===== src/hdl/mtsl_pkg.sv =====
`timescale 1ns / 1ps
package mtsl_pkg;

  localparam int LIST_DEPTH_DEF = 1024;
  localparam int VAL_W          = 32;
  localparam int MED_W          = VAL_W + 1;
  localparam int CMD_W          = 2;
  localparam int STAT_W         = 2;

  localparam logic [CMD_W-1:0] CMD_PUSH_A  = 2'd0;
  localparam logic [CMD_W-1:0] CMD_PUSH_B  = 2'd1;
  localparam logic [CMD_W-1:0] CMD_COMPUTE = 2'd2;

  localparam logic [STAT_W-1:0] STAT_OK     = 2'd0;
  localparam logic [STAT_W-1:0] STAT_EMPTY  = 2'd1;
  localparam logic [STAT_W-1:0] STAT_NOPART = 2'd2;

  typedef struct packed {
    logic                     done;
    logic [STAT_W-1:0]        status;
    logic signed [MED_W-1:0]  median;
  } srch_rsp_t;

endpackage


===== src/hdl/mtsl_search.sv =====
`timescale 1ns / 1ps
module mtsl_search #(
  parameter int LIST_DEPTH = mtsl_pkg::LIST_DEPTH_DEF,
  localparam int CW = $clog2(LIST_DEPTH + 1),
  localparam int AW = (LIST_DEPTH > 1) ? $clog2(LIST_DEPTH) : 1
) (
  input  logic                       clk,
  input  logic                       rst_n,
  input  logic                       start,
  input  logic [CW-1:0]              len_a,
  input  logic [CW-1:0]              len_b,
  output logic [AW-1:0]              addr_a,
  output logic [AW-1:0]              addr_b,
  input  logic [mtsl_pkg::VAL_W-1:0] data_a,
  input  logic [mtsl_pkg::VAL_W-1:0] data_b,
  output mtsl_pkg::srch_rsp_t        rsp,
  input  logic                       take
);
  import mtsl_pkg::*;

  typedef enum logic [2:0] {
    S_IDLE, S_CALC, S_RD0, S_RD1, S_EVAL, S_SUM, S_DONE
  } state_t;

  state_t                  state_r;
  logic [CW-1:0]           m_r, n_r, i_r, j_r, tl_r;
  logic signed [CW:0]      lo_r, hi_r;
  logic                    odd_r;
  logic [VAL_W-1:0]        al_r, bl_r, lmax_r, rmin_r;
  logic [STAT_W-1:0]       status_r;
  logic signed [MED_W-1:0] median_r;

  logic [CW:0]     total;
  logic [CW:0]     mid_sum;
  logic [CW-1:0]   mid;
  logic [CW-1:0]   i_dec, j_dec;
  logic            al_ok, ar_ok, bl_ok, br_ok, a_fits, b_fits;
  logic [VAL_W-1:0] lmax_nxt, rmin_nxt;

  assign total   = {1'b0, len_a} + {1'b0, len_b};
  assign mid_sum = {1'b0, lo_r[CW-1:0]} + {1'b0, hi_r[CW-1:0]};
  assign mid     = mid_sum[CW:1];
  assign i_dec   = i_r - 1'b1;
  assign j_dec   = j_r - 1'b1;

  // Left neighbors on the first read, right neighbors on the second.
  assign addr_a = (state_r == S_RD0) ? i_dec[AW-1:0] : i_r[AW-1:0];
  assign addr_b = (state_r == S_RD0) ? j_dec[AW-1:0] : j_r[AW-1:0];

  always_comb begin
    al_ok  = (i_r != '0);
    ar_ok  = (i_r < m_r);
    bl_ok  = (j_r != '0);
    br_ok  = (j_r < n_r);
    a_fits = !al_ok || !br_ok || ($signed(al_r) <= $signed(data_b));
    b_fits = !bl_ok || !ar_ok || ($signed(bl_r) <= $signed(data_a));
    if (!al_ok) begin
      lmax_nxt = bl_r;
    end else if (!bl_ok) begin
      lmax_nxt = al_r;
    end else begin
      lmax_nxt = ($signed(al_r) > $signed(bl_r)) ? al_r : bl_r;
    end
    if (!ar_ok) begin
      rmin_nxt = data_b;
    end else if (!br_ok) begin
      rmin_nxt = data_a;
    end else begin
      rmin_nxt = ($signed(data_a) < $signed(data_b)) ? data_a : data_b;
    end
  end

  always_ff @(posedge clk) begin
    if (!rst_n) begin
      state_r <= S_IDLE;
    end else begin
      case (state_r)
        S_IDLE: begin
          if (start) begin
            m_r   <= len_a;
            n_r   <= len_b;
            lo_r  <= '0;
            hi_r  <= $signed({1'b0, len_a});
            odd_r <= total[0];
            tl_r  <= CW'((total + 1'b1) >> 1);
            if (total == '0) begin
              status_r <= STAT_EMPTY;
              median_r <= '0;
              state_r  <= S_DONE;
            end else begin
              state_r  <= S_CALC;
            end
          end
        end
        S_CALC: begin
          if (lo_r > hi_r) begin
            status_r <= STAT_NOPART;
            median_r <= '0;
            state_r  <= S_DONE;
          end else begin
            i_r     <= mid;
            j_r     <= tl_r - mid;
            state_r <= S_RD0;
          end
        end
        S_RD0: begin
          state_r <= S_RD1;
        end
        S_RD1: begin
          // hold the left neighbors while the right ones are read
          al_r    <= data_a;
          bl_r    <= data_b;
          state_r <= S_EVAL;
        end
        S_EVAL: begin
          if (a_fits && b_fits) begin
            lmax_r  <= lmax_nxt;
            rmin_r  <= rmin_nxt;
            state_r <= S_SUM;
          end else begin
            if (!a_fits) begin
              hi_r <= $signed({1'b0, i_r} - 1'b1);
            end else begin
              lo_r <= $signed({1'b0, i_r} + 1'b1);
            end
            state_r <= S_CALC;
          end
        end
        S_SUM: begin
          status_r <= STAT_OK;
          if (odd_r) begin
            median_r <= $signed({lmax_r, 1'b0});
          end else begin
            median_r <= $signed({lmax_r[VAL_W-1], lmax_r})
                      + $signed({rmin_r[VAL_W-1], rmin_r});
          end
          state_r <= S_DONE;
        end
        S_DONE: begin
          if (take) begin
            state_r <= S_IDLE;
          end
        end
        default: begin
          state_r <= S_IDLE;
        end
      endcase
    end
  end

  assign rsp.done   = (state_r == S_DONE);
  assign rsp.status = status_r;
  assign rsp.median = median_r;

endmodule


===== config.mk =====
export PLATFORM = sky130hd
export DESIGN_NAME = mtsl_search
export DESIGN_NICKNAME = d
export VERILOG_FILES = /design/src/hdl/mtsl_pkg.sv /design/src/hdl/mtsl_search.sv
export SDC_FILE = /design/constraint.sdc
export NUM_CORES = 1
export LEC_CHECK = 0
export BUFFER_PORTS_ARGS = -buffer_cell sky130_fd_sc_hd__buf_2
export CAP_MARGIN = 15
export CORE_ASPECT_RATIO = 0.9
export CORE_MARGIN = 2
export CORE_UTILIZATION = 60
export DETAILED_ROUTE_END_ITERATION = 7
export PLACE_DENSITY = 0.8
export SLEW_MARGIN = 20
export SYNTH_ARGS = -nofsm -noshare
export SYNTH_HDL_FRONTEND = slang
export SYNTH_SLANG_ARGS = --single-unit

===== constraint.sdc =====
create_clock -name clk -period 17.3 [get_ports clk]
set_clock_uncertainty 0.15 [all_clocks]
set_input_delay 2.595 -clock clk [delete_from_list [all_inputs] [get_ports clk]]
set_output_delay 2.595 -clock clk [all_outputs]
set_load 0.01 [all_outputs]

# --- Yosys cells after proc, flatten, opt, wreduce, memory -nomap -nowiden ---
# Index checks and enable logic that the tools add are counted.
word_totals:
  input_bits: 90
  out_inout_bits: 56
  regBits: 246
classes:
  eq_ne: 13
  muxes: 31
  n_addsub: 9
  order_cmp: 7
  bitwise_logic: 1
  n_reduce_logical: 23
ops:
  columns: ["operator", "n"]
  rows:
  - ["32-bit 2-to-1 mux", 6]
  - ["33-bit 2-to-1 mux", 4]
  - ["33-bit case mux with 3 select lines", 1]
  - ["12-bit 2-to-1 mux", 6]
  - ["32-bit <= comparator", 2]
  - ["12-bit case mux with 2 select lines", 2]
  - ["32-bit by 32-bit adder with 33-bit output", 1]
  - ["32-bit greater-than comparator", 1]
  - ["32-bit less-than comparator", 1]
  - ["11-bit by 11-bit adder with 12-bit output", 2]
  - ["11-bit less-than comparator", 2]
  - ["11-bit nonzero test", 2]
  - ["3-bit case mux with 7 select lines", 1]
  - ["10-bit 2-to-1 mux", 2]
  - ["10-bit by 1-bit subtractor with 10-bit output, second input constant", 2]
  - ["3-bit 2-to-1 mux", 5]
  - ["5-bit AND reduction", 3]
  - ["11-bit by 1-bit adder with 12-bit output, second input constant", 1]
  - ["12-bit by 1-bit adder with 12-bit output, second input constant", 1]
  - ["12-bit greater-than comparator", 1]
  - ["12-bit logical NOT", 1]
  - ["2-bit != test, second input constant", 6]
  - ["11-bit by 1-bit subtractor with 12-bit output, second input constant", 1]
  - ["11-bit subtractor", 1]
  - ["15 further kinds", 29]

# --- Depth between registers and ports, before layout ---
# Gate-level depths: netlist (run 1).
logic_depth:
  ltp_word: 7
  depth_mapped: 18
  depth_no_buf: 18

# --- Worst setup path after synthesis (run 1) ---
# OpenSTA, ideal clock, no wires.
synth_timing:
  path_type: "input port to flip-flop"
  from: "input port rst_n"
  to: "register al_r[0], enable pin"
  setup_ns: 0.565
  required_time_ns: 16.585
  stages: 2
  arrival_ns: 6.996
  path_slack_ns: 9.589
  cell_sequence: "nand2_1 -> nor3_1"
synth_via:
  elab_chain_cells: 1
synth_rtl:
  columns: ["item", "line_no", "source"]
  rows:
  - ["start, declared", "mtsl_search.sv:8", "input logic rst_n,"]
  - ["2-bit AND reduction (no line)", null, null]
  - ["end signal, assigned", "mtsl_search.sv:111", "al_r <= data_a;"]
  - ["end, declared", "mtsl_search.sv:29", "logic [VAL_W-1:0] al_r, bl_r, lmax_r, rmin_r;"]
# Every way passes these cells.
# A chain may end at the register's enable or synchronous reset.

# --- Final worst setup path (run 1) ---
layout_timing:
  from: "input port len_a[0]"
  to: "register median_r[10], enable pin"
layout_via:
  elab_chain_cells: 4
layout_rtl:
  columns: ["item", "line_no", "source"]
  rows:
  - ["start, declared", "mtsl_search.sv:10", "input logic [CW-1:0] len_a,"]
  - ["11-bit by 11-bit adder with 12-bit output", "mtsl_search.sv:40", "assign total = {1'b0, len_a} + {1'b0, len_b};"]
  - ["12-bit logical NOT", "mtsl_search.sv:86", "if (total == '0) begin"]
  - ["2-bit != test (no line)", null, null]
  - ["5-bit AND reduction (no line)", null, null]
  - ["end signal, assigned", "mtsl_search.sv:132", "median_r <= $signed({lmax_r, 1'b0});"]
  - ["end signal, assigned", "mtsl_search.sv:134", "median_r <= $signed({lmax_r[VAL_W-1], lmax_r})"]
  - ["end, declared", "mtsl_search.sv:31", "logic signed [MED_W-1:0] median_r;"]
# Every way passes these cells.

==> results.ini, run 1 <==
[clock_tree]
cts_hold_buf=0
numClockSinks=246
cts-htree-levels=1
root_buffer=clkbuf_16
cts_setup_buffers=0
cts_tree=built
cts-resized-gates=0
clk_pin_slew_ps=60
clk_latency_ps=540
cts_buffers=28
cts_buffer_depth=3

[timing]
rsz0062_at_grt=false
tightest_slew_ps=1050
finalSetupTns_ps=0
drv_slew=0
setup_viol=0
hold_viol_final=0
fin_crit_ps=6090
fin_crit_sh_pct=35.2
fmax_mhz=164
max_slew_margin_pct=29.9

[floorplan]
die_h_um=163
core_um2=27800
initial_core_util_pct=60.5
io_pins=146
fp.dieArea_um2=29400
rows=58
die-width_um=181

[layout]
multi_input_area_um2=8660
final_cells=2118
drive_above_1_share_pct=13.0
finalInstanceArea_um2=18900
nets=2062
regArea_um2=7360
fill_cells=2088
mostFrequentLayoutCell=edfxtp_1
layout_common_cells=edfxtp_1 (243), ha_1 (229), inv_1 (183)
area_delta_synth_final_pct=12.3
final_util_pct=67.9

[pwr]
pwr-share-seq_pct=44.0
leakagePower_uw=0.00838
sw_frac_of_total_pct=28.1
internal_power_uw=1180
irDropWorstVdd_v=0.0000740
finalPower_uw=1640
powerDensity_nw_per_um2=87.1
p_comb_share_pct=20.7
switchingPower_uw=462
clkPwrFrac_pct=35.3

[global_routing]
grt_pass1_vias=12800
grt_usage_pct=28.3
grt_overflow_total=0
grt_pass1_wl_um=65900
grt_max_degree=65
antenna_found_initial=2

[place]
gp_congestion=0.957
port_buffers=145
dp.cells=2067
dpl.hpwl_um=31900
placed_cell_area_um2=17900

[logic_synthesis]
async_reset_ff_share_pct=0
synth.distinct_cells=70
ys.flop_type=edfxtp_1
synthMuxAreaShare_pct=4.64
synth_xor_area_share_pct=4.79
ys_top_cells_by_area=edfxtp_1 (43%), ha_1 (17%), inv_1 (4.1%)
ys_seq_area_share_pct=43.7
syn_nets=1916
synth-simple-area-share_pct=11.9
synthAdderAreaFrac_pct=17.5
synth_warnings=0
yosysTopAreaCellShare_pct=43.4
synth_edf_count=243
synthesis.area_um2=16800
avgSynthCellArea_um2=10.6
postSynthCellCount=1593
ys_ff_latch=246
synth_top_family_by_area=adder cells
yosysTopAreaCell=edfxtp_1
synth-compound-area-share_pct=12.3

[worst_hold_path]
hold-path-endpoint=lmax_r[16]
hold_class=reg2reg
hp-start=bl_r[16]
whs_path_depth=1

[route]
drtAntennaViolNets=0
drt_iter0_markers=1195
routed_wl_um=42200
vias=12900
drc=0
first_pass_iters=6
wl_per_cell_um=19.9
viasPerCell=6.07

[setup_path]
r2r_setup_slack_ps=13240
criticalPathCategory=in2reg
r2r_start=lo_r[0]
r2r_cells=18
cp.arrival_ps=6180
r2r_end=j_r[10]
critPathLaunchType=input port
end_kind=flop
worstPathMaxFanout=26
crit_required_ps=17390

[status]
outcome=completed

[job]
maxCapViolations=0

critical path: stages:
cell	delay (ps)
buf_2	130
ha_1	230
fa_1	430
a21o_1	210
a221oi_2	340
a22oi_1	210
nor4b_1	500
nand4bb_1	190
or4_1	560
a21oi_4	500
buf_16	240
power by group through the flow:
stage	registers, uW	logic (uW)	clock network (uW)
after CTS	723	333	587
after global routing	726	374	608
after detailed placement	735	330	0
final	723	340	581
after floorplan	730	230	0
after global placement	734	317	0
state kept, by name (all words and copies together), names as in the netlist, 2 cells and up:
register / count
m_r: 11
state_r: 3
i_r: 11
tl_r: 11
lmax_r: 32
n_r: 11
hi_r: 12
al_r: 32
bl_r: 32
j_r: 11
rmin_r: 32
status_r: 2
median_r: 33
lo_r: 12
cell families (layout without fill, tap and decap cells):
group	count (synthesis)	count (layout)
buf+inv	223	386
xor+xnor	92	92
compound gates	327	327
flops	246	246
fa+ha+maj	233	233
other cells	0	2
mux	74	74
simple gates	398	398
layout make-up:
| cell class | instances | area share [%] |
|---|---|---|
| clock buffers | 34 | 3.94 |
| repair buffers | 155 | 4.45 |
| multi-input cells | 1124 | 45.9 |
| well taps | 360 | 2.39 |
| flip-flops and latches | 246 | 39.0 |
| inverters | 184 | 3.66 |
| clock inverters | 13 | 0.702 |
| diodes | 2 | 0.0265 |
how the worst max path moves through the flow:
stage	endpoint	slack (ps)	from	cells past startpoint
2_1_floorplan	al_r[0]	9590	rst_n	2
3_3_place_gp	median_r[4]	10490	len_a[0]	10
3_5_place_dp	median_r[5]	10440	len_a[0]	10
4_1_cts	median_r[4]	11000	len_a[0]	10
5_1_grt	median_r[4]	11180	len_a[0]	11
6_report	median_r[10]	11210	len_a[0]	11
metrics by stage:
stage                     hold WS (ps)  setup slack (ps)
after global routing               494             11180
final                              459             11210
after floorplan                    404              9590
after detailed placement           446             10440
after CTS                          459             11000
after global placement             427             10490
synthesized netlist by cell type (all sizes together), types with 6 or more instances:
cell type / instances
and3: 12
or3: 7
a211oi: 9
and4: 7
a221oi: 7
a31oi: 10
a21o: 61
nor4: 11
nor2: 108
ha: 229
o21a: 6
edfxtp: 243
o21bai: 15
xnor2: 50
a21oi: 107
nor3: 26
clkbuf: 31
nand2: 77
mux2i: 42
nand2b: 15
xor2: 42
o21ai: 67
nor2b: 14
nand4: 32
o211ai: 9
nor4b: 8
inv: 184
nand3b: 10
nand3: 53
mux2: 32
buf: 8
metal layers:
layer | up-vias | GRT usage, % | routed length (um)
met3 | 110 | 4.29 | 3180
met2 | 531 | 47.5 | 19900
met4 | 0 | 11.5 | 1630
li1 | 6125 | - | -
met1 | 6093 | 37.0 | 17500
met5 | - | 0 | 0
Power figures use the tool's default switching activity.
==> run 2: changes to the inputs <==
==> constraint.sdc (replaced) <==
create_clock -name clk -period 5.9 [get_ports clk]
set_clock_uncertainty 0.15 [all_clocks]
set_input_delay 0.885 -clock clk [delete_from_list [all_inputs] [get_ports clk]]
set_output_delay 0.885 -clock clk [all_outputs]
set_load 0.01 [all_outputs]
==> run 2 against run 1 <==
Utilization fell by 0.44 points. Flip-flop and latch count stayed put. Global-route usage rose by 0.52 points. Worst hold slack got worse by 81 ps. Sequential power grew to 2.9 times the previous value. Sequential share of layout area is 0.25 points higher. Count of clock-buffer cells in the layout is 2 higher. Clock power rose to 2.7 times the previous value. Total power grew to 2.8 times the previous value. Register-to-register slack got worse by 11000 ps. Final cell count about the same. Highest routed layer unchanged.
==> results.ini, run 2 (synthesis gave the netlist of run 1 again) <==
[timing]
max_slew_margin_pct=28.6  ; -1.3 points
fmax_mhz=241
drv_slew=0  ; unchanged
fin_crit_ps=4140
setup_slack_ps=1760  ; -9450 ps
fin_crit_sh_pct=70.2
setup_viol=0  ; unchanged
finalSetupTns_ps=0  ; unchanged
tightest_slew_ps=1070  ; +18.8 ps
hold_viol_final=0  ; unchanged
rsz0062_at_grt=false

[setup_path]
cp_slowest_cell=nor2b_1
end_kind=flop
critPathLaunchType=input port
crit_required_ps=5910  ; -11480 ps
crit_family=compound AO/OA/AOI/OAI gates
cp.arrival_ps=4150  ; -2030 ps
cp.buffers_inverters=2  ; unchanged
critical-path-max-stage-delay_ps=800  ; +240 ps
r2r_start=j_r[2]
r2r_end=rmin_r[0]
r2r_cells=10  ; -8
worstPathMaxFanout=12  ; -54%
r2r_setup_slack_ps=1800  ; -11440 ps
path_cells=buf_2 > inv_1 > ha_1 > a21oi_1 > o21ai_0 > a221oi_1 > o211ai_1 > a21oi_1 > xor2_1 > nand4_1 > o21ai_0 > nor2b_1
criticalPathCategory=in2reg
cp_num_cells=12  ; +1

[route]
first_pass_iters=6  ; unchanged
vias=12800  ; -0.30%
drt_iter0_markers=1127  ; -5.7%
wl_per_cell_um=20.1  ; +0.69%
routed_wl_um=42500  ; +0.64%
viasPerCell=6.06  ; -0.25%
drtAntennaViolNets=0  ; unchanged
drc=0  ; unchanged

[place]
place_ws_ps=1240  ; -9200 ps
gp_congestion=0.940  ; -1.7%
port_buffers=145  ; unchanged
dpl.hpwl_um=33000  ; +3.5%

[floorplan]
die-width_um=181  ; unchanged
die_h_um=163  ; unchanged
rows=58  ; unchanged
io_pins=146  ; unchanged
core_um2=27800  ; unchanged
fp.dieArea_um2=29400  ; unchanged
initial_core_util_pct=60.5  ; unchanged

[layout]
nets=2063  ; +0.048%
layout_common_cells=edfxtp_1 (243), ha_1 (229), inv_1 (183)
fill_cells=2131  ; +2.1%
mostFrequentLayoutCell=edfxtp_1
largest-register=median_r
area_delta_synth_final_pct=11.5
drive_above_1_share_pct=12.8  ; -0.23 points
largest_reg_flops=33  ; unchanged
final_util_pct=67.5  ; -0.44 points

[global_routing]
grt_usage_pct=28.8  ; +0.52 points
antenna_found_initial=1  ; -1
grt_pass1_vias=12600  ; -1.4%
grt_overflow_total=0  ; unchanged
grt_max_degree=65  ; unchanged
grt_pass1_wl_um=66500  ; +0.83%

[job]
maxCapViolations=0  ; unchanged

[worst_hold_path]
hold_class=in2reg
hold-path-endpoint=bl_r[24]
hp-start=data_b[24]
whs_path_depth=1  ; unchanged

[clock_tree]
clk_pin_slew_ps=60  ; about the same
numClockSinks=246  ; unchanged
cts_tree=built
cts_setup_buffers=0  ; unchanged
root_buffer=clkbuf_16
cts_buffer_depth=3  ; unchanged
cts_hold_buf=0  ; unchanged
clk_latency_ps=550  ; about the same
cts_buffers=28  ; unchanged
cts-htree-levels=1  ; unchanged
cts-resized-gates=0  ; unchanged

[pwr]
leakagePower_uw=0.00834  ; -0.48%
irDropWorstVdd_v=0.000207  ; +180%
powerDensity_nw_per_um2=249  ; +190%

[status]
outcome=completed

-- run 2: cell count changes in the layout (fill, tap and decap cells not counted), sizes merged --
cell,previous run,this run
diode,2,1
clkinvlp,1,0
bufinv,3,0
buf,155,156
clkbuf,34,36
clkinv,9,10
-- run 2: layout make-up --
cell class                      instances  area (um2)  share of cell area [%]
Multi-Input combinational cell       1124        8660                    46.2
Sequential cell                       246        7360                    39.2
Inverter                              184         691                    3.68
Clock buffer                           36         752                    4.01
Antenna cell                            1        2.50                  0.0133
Clock inverter                         10        41.3                   0.220
Tap cell                              360         450                    2.40
Timing Repair Buffer                  156         808                    4.31
-- run 2: worst max path at each step --
stage | start | endpoint | slack (ps)
after floorplan | data_a[1] | lmax_r[0] | 50
after global placement | data_b[21] | hi_r[10] | 1340
after detailed placement | data_b[21] | hi_r[10] | 1240
after CTS | data_b[21] | hi_r[10] | 1780
after global routing | data_b[21] | hi_r[8] | 1580
final | data_b[21] | hi_r[9] | 1760
-- run 2: metal layers --
layer	GRT usage [%]	wire, um
met5	0	0
met3	4.03	3190
met2	47.8	19600
met1	38.9	18200
met4	10.4	1490
-- run 2: stage by stage --
step	instances	hold slack, ps	cell area, um2	total power, uW
floorplan	1593	404	16800	2810
global route	2117	366	18800	4870
global placement	2070	430	18000	3090
finish	2117	379	18800	4680
detailed placement	2070	433	18000	3130
CTS	2116	364	18800	4690
-- run 2: where the power goes --
part           internal, uW  switching, uW
Combinational           388            600
Clock                   883            685
Sequential             2060           59.4
Total                  3330           1340
